--- src/rtl/core/imbl_ram.sv ---
module imbl_ram #(
    parameter int WIDTH = 64,
    parameter int DEPTH = 64
) (
    input  logic                     i_clk,
    input  logic                     i_we,
    input  logic [$clog2(DEPTH)-1:0] i_waddr,
    input  logic [WIDTH-1:0]         i_wdata,
    input  logic [$clog2(DEPTH)-1:0] i_raddr,
    output logic [WIDTH-1:0]         o_rdata
);

    logic [WIDTH-1:0] r_mem [DEPTH];

    // one write port, one registered read port
    always_ff @(posedge i_clk) begin
        if (i_we) begin
            r_mem[i_waddr] <= i_wdata;
        end
        o_rdata <= r_mem[i_raddr];
    end

endmodule

--- config.mk ---
export PLATFORM = sky130hd
export DESIGN_NAME = imbl_ram
export DESIGN_NICKNAME = d
export VERILOG_FILES = /design/src/rtl/core/imbl_ram.sv
export SDC_FILE = /design/constraint.sdc
export NUM_CORES = 2
export LEC_CHECK = 0
export ABC_AREA = 1
export BUFFER_PORTS_ARGS = -buffer_cell sky130_fd_sc_hd__buf_4
export CAP_MARGIN = 10
export CORE_UTILIZATION = 25
export DETAILED_ROUTE_END_ITERATION = 8
export PLACE_DENSITY_LB_ADDON = 0.2
export SLEW_MARGIN = 20
export SYNTH_ARGS = -nofsm -noshare
export SYNTH_HDL_FRONTEND = slang
export SYNTH_SLANG_ARGS = --single-unit
--- constraint.sdc ---
create_clock -name i_clk -period 11.2 [get_ports i_clk]
set_clock_uncertainty 0.15 [all_clocks]
set_input_delay 1.12 -clock i_clk [delete_from_list [all_inputs] [get_ports i_clk]]
set_output_delay 1.12 -clock i_clk [all_outputs]
set_load 0.05 [all_outputs]
* Word-level counts from Yosys, hierarchy flattened
Memories as Yosys holds them, arrays and structs flattened. A register that Yosys moved wholly into a read port is not among the register bits. Index checks and enable logic that the tools add are counted.
Storage, ports and cells: register bits 0, memory bits (writable) 4096, input bits 78, output and inout port bits 64, logic and storage cells 3, memories 1
Memories:
- r_mem | depth 64, width 64, read ports 1, clocked after memory_dff 1, wr ports 1, line 13 | logic [WIDTH-1:0] r_mem [DEPTH];
Cells by class: mux-type cells 2
Operators with widths (count):
- $mux W1 | 2

* Depth between registers and ports, before layout
depth after elaboration 2, depth in mapped cells 13, mapped depth without buffers 9

* Least setup slack after synthesis
No wires, ideal clock.
kind input -> register, start point input port i_we, end point memory r_mem[48][0], enable pin, setup time 0.646 ns, arrival time 7.756 ns, data required time 10.404 ns, path slack 2.648 ns, cell stages on the path 3, path buffers 1, cells stage by stage clkbuf_1 nand4_1 nor4_1
On the way: cells in the longest elaborated chain, start to end 2
RTL lines:
- start: declaration | line 6 | input logic i_we,
- $mux W1 | line 17 | if (i_we) begin
- $mux W1 (implied by the code) | line 18 | r_mem[i_waddr] <= i_wdata;
- end: declaration | line 13
Every way passes these cells.

==> impl_summary.txt <==
----------------------------------------------------
[Run status]
  Status ... finished clean

[Setup path]
  Signal arrival time at the worst endpoint ... 5020 ps
  Worst Path Class, Setup ... input pin to flip-flop
  Data required time at the worst endpoint ... approximately 12,000 ps
  Kind of capture point of the worst setup path ... flip-flop
  Crit path max fanout ... 187
  Crit start category ... input pin

[Final layout]
  Final net count ... 13.5k
  Final instance count without filler cells ... between 20k and 25k
  Final instance area ... between 150,000 and 200,000 sq um
  Most common cell after layout, fill and taps aside ... sky130_fd_sc_hd__nand2_1
  Utilization of the core after routing ... 0.288
  Commonest cells after routing, fill and taps aside ... 4,416 x sky130_fd_sc_hd__nand2_1, 4,096 x sky130_fd_sc_hd__edfxtp_1, 3,847 x sky130_fd_sc_hd__nand3_1, 447 x sky130_fd_sc_hd__clkbuf_16, 372 x sky130_fd_sc_hd__buf_4
  Layout cells sized above 1 ... 0.0795
  Area grow syn2layout ... 14.6%

[Global routing]
  Global Route met3 Usage ... 0.0217
  Vias in the first global route ... 103k
  Number of antenna violations at the first check in global routing ... 49
  Total global routing overflow ... 0
  Pin count of the biggest net entering global routing ... 188
  Global routing usage summed across all routing layers ... 0.182
  Met1 Usage GRT ... 0.246
  Busiest grt layer ... met2
  Global-route wire length before repair ... 870,000 um
  Met2 usage ... 0.314

[Power]
  Reported net switching power ... 8.03 mW
  Clk network pwr share ... 0.425
  Logic gate share of total power ... 0.061
  Switch share ... 0.238
  PnR Total Power ... 33.7 mW
  Power per cell area ... 178 nW/um^2
  Relative contribution of sequential cells to total power ... 0.514
  Worst supply voltage drop on vdd ... 0.000132 V
  P_int ... 25.7 mW
  Leakage ... between 60 and 70 nW

[Timing]
  Final total negative setup slack ... 0 ps
  Min cycle time layout ... 4300 ps
  Number of max-slew violations in the final report ... 0
  Count of final hold-check violations ... 0
  Setup repair after global routing missed its margin ... false
  Setup-violating endpoint count in the final report ... 0
  Headroom to the max-slew limit ... 0.165
  Minimum setup slack in the final design ... 6900 ps
  Transition time at the pin with the least slew margin ... 1250 ps
  Final critical-path share of the clock period ... 0.384
  Highest clock frequency the design can meet ... around 0.23 GHz
  Final Hold Slack ... 442 ps

[Floorplanning]
  Die span in x ... 815 um
  Starting utilization of the core area ... 0.251
  Count of pins on the block boundary ... ~140
  Die footprint ... 664,000 sq um
  Cell Rows ... ~300
  Placeable core region ... 658,000 sq um
  Vert. Die Dim ... 815 um

[Yosys]
  Number of synthesized register bits ... 4,160
  Number of synthesis warnings ... 0
  Cells after synthesis ... 13.4k
  Synth unique cells ... 16
  Sequential element share of the synthesized area ... 0.752
  Syn_area_per_cell ... 12.3 sq um
  Area of the mapped netlist ... 165,000 sq um
  Post-synth net total ... 13.5k

[Routing]
  Via/cell ratio ... 4.80
  Average routed wire per standard cell ... 28.0 um
  Via total after detailed routing ... approximately 110k
  Total routed wirelength ... 630,000 um
  Number of design-rule violations left by the first detailed-router iteration ... 10.2k
  Remaining number of nets flagged by the antenna check after routing ... 0
  Post-route DRC ... 0
  First drt pass iteration count ... 5

[Clocking]
  Clock insertion delay at the later pin of the skew report ... between 1000 and 1500 ps
  Clock-pin slew reported for the worst setup and hold paths after clock tree synthesis ... 60 ps
  Resize count post-CTS ... 0
  Largest buffer count on any clock path ... 4
  Post-CTS setup repair buffer count ... 0
  H-Tree Level Count ... 5
  Clock tree from TritonCTS ... yes
  CTS root buf ... sky130_fd_sc_hd__clkbuf_16
  Number of buffers inserted by hold repair at cts ... 0
  Number of CTS-inserted buffers ... roughly 440
  Number of sinks handled by clock tree synthesis ... 4,160

[Hold path]
  Class of the most critical hold timing path ... input pin to flip-flop

[Placement]
  Routability congestion estimate ... 0.739
  Dpl cells ... about 22k
  Worst setup slack before clock tree synthesis ... 5940 ps
  Placement-stage cell area ... 176,000 sq um
  Buffers added on ports ... 141
  Half-perimeter wire length after placement ... between 300,000 and 400,000 um

[Job]
  Maximum capacitance violations ... 0

----------------------------------------------------
sequential cells by signal, summed over array words and instances (netlist names):
name	cells
r_mem	4096
o_rdata	64
power by group through the flow:
stage	combinational (mW)	clock [mW]	sequential, mW
floorplan	1.06	0	17.7
global placement	2.07	0	17.7
detailed placement	2.06	0	17.7
CTS	2.07	14.6	17.4
global route	2.22	15.2	17.3
finish	2.04	14.4	17.3
layer usage:
metal / wire length, um / share of wire / up-vias
met5: 137 / 0.00022 / -
met4: 14500 / 0.023 / 22
met3: 28900 / 0.046 / 720
met2: 308000 / 0.49 / 2869
met1: 278000 / 0.44 / 56400
li1: - / - / 47800
final cells by class:
type                       count  area (sq um)
antenna                       12          30.0
clock buffer                 622         12300
clock inverter               197          1580
fill                       67600        469000
inverter                      12           105
multi-input combinational   8336         36600
sequential                  4160        124000
tap                         8700         10900
timing repair buffer         419          3730
logic make-up (layout without fill, tap and decap cells):
logic type    after synthesis  in the layout  share of synthesized area
buf+inv                   909           1250                     0.0295
flops                    4160           4160                      0.752
other cells                 0             12                          0
simple gates             8336           8336                      0.219
final timing paths:
kind,startpoint,to,slack (ps),cells past startpoint
max,i_raddr[0],o_rdata[34],6900,12
min,i_raddr[5],o_rdata[49],440,3
max reg2reg,r_mem[48][38],o_rdata[38],9320,8
min reg2reg,r_mem[10][52],o_rdata[52],640,8
worst max-delay path, stage by stage:
cell	delay, ps
sky130_fd_sc_hd__buf_16	200
sky130_fd_sc_hd__inv_16	540
sky130_fd_sc_hd__buf_4	780
sky130_fd_sc_hd__buf_4	860
sky130_fd_sc_hd__nand2_1	120
sky130_fd_sc_hd__nand3_1	110
sky130_fd_sc_hd__nand3_1	80
sky130_fd_sc_hd__nand3_1	110
sky130_fd_sc_hd__nand3_1	130
sky130_fd_sc_hd__nand2_1	100
sky130_fd_sc_hd__nand2_1	50
sky130_fd_sc_hd__nand2_1	410
cells in the mapped netlist:
| master | instances | share of area |
|---|---|---|
| sky130_fd_sc_hd__nand2_1 | 4416 | 0.10 |
| sky130_fd_sc_hd__edfxtp_1 | 4096 | 0.74 |
| sky130_fd_sc_hd__nand3_1 | 3847 | 0.12 |
| sky130_fd_sc_hd__buf_2 | 501 | 0.015 |
| sky130_fd_sc_hd__clkbuf_1 | 147 | 0.0033 |
| sky130_fd_sc_hd__buf_4 | 134 | 0.0061 |
| sky130_fd_sc_hd__buf_1 | 72 | 0.0016 |
| sky130_fd_sc_hd__dfxtp_1 | 64 | 0.0078 |
| sky130_fd_sc_hd__nor2_1 | 56 | 0.0013 |
| sky130_fd_sc_hd__buf_6 | 40 | 0.0027 |
| sky130_fd_sc_hd__nand4_1 | 9 | 0.00034 |
| sky130_fd_sc_hd__inv_1 | 8 | 0.00018 |
| sky130_fd_sc_hd__nor4_1 | 8 | 0.00030 |
| sky130_fd_sc_hd__buf_8 | 3 | 0.00027 |
| sky130_fd_sc_hd__inv_2 | 2 | 0.000045 |
| sky130_fd_sc_hd__inv_4 | 2 | 0.000076 |
Power figures use the tool's default switching activity.
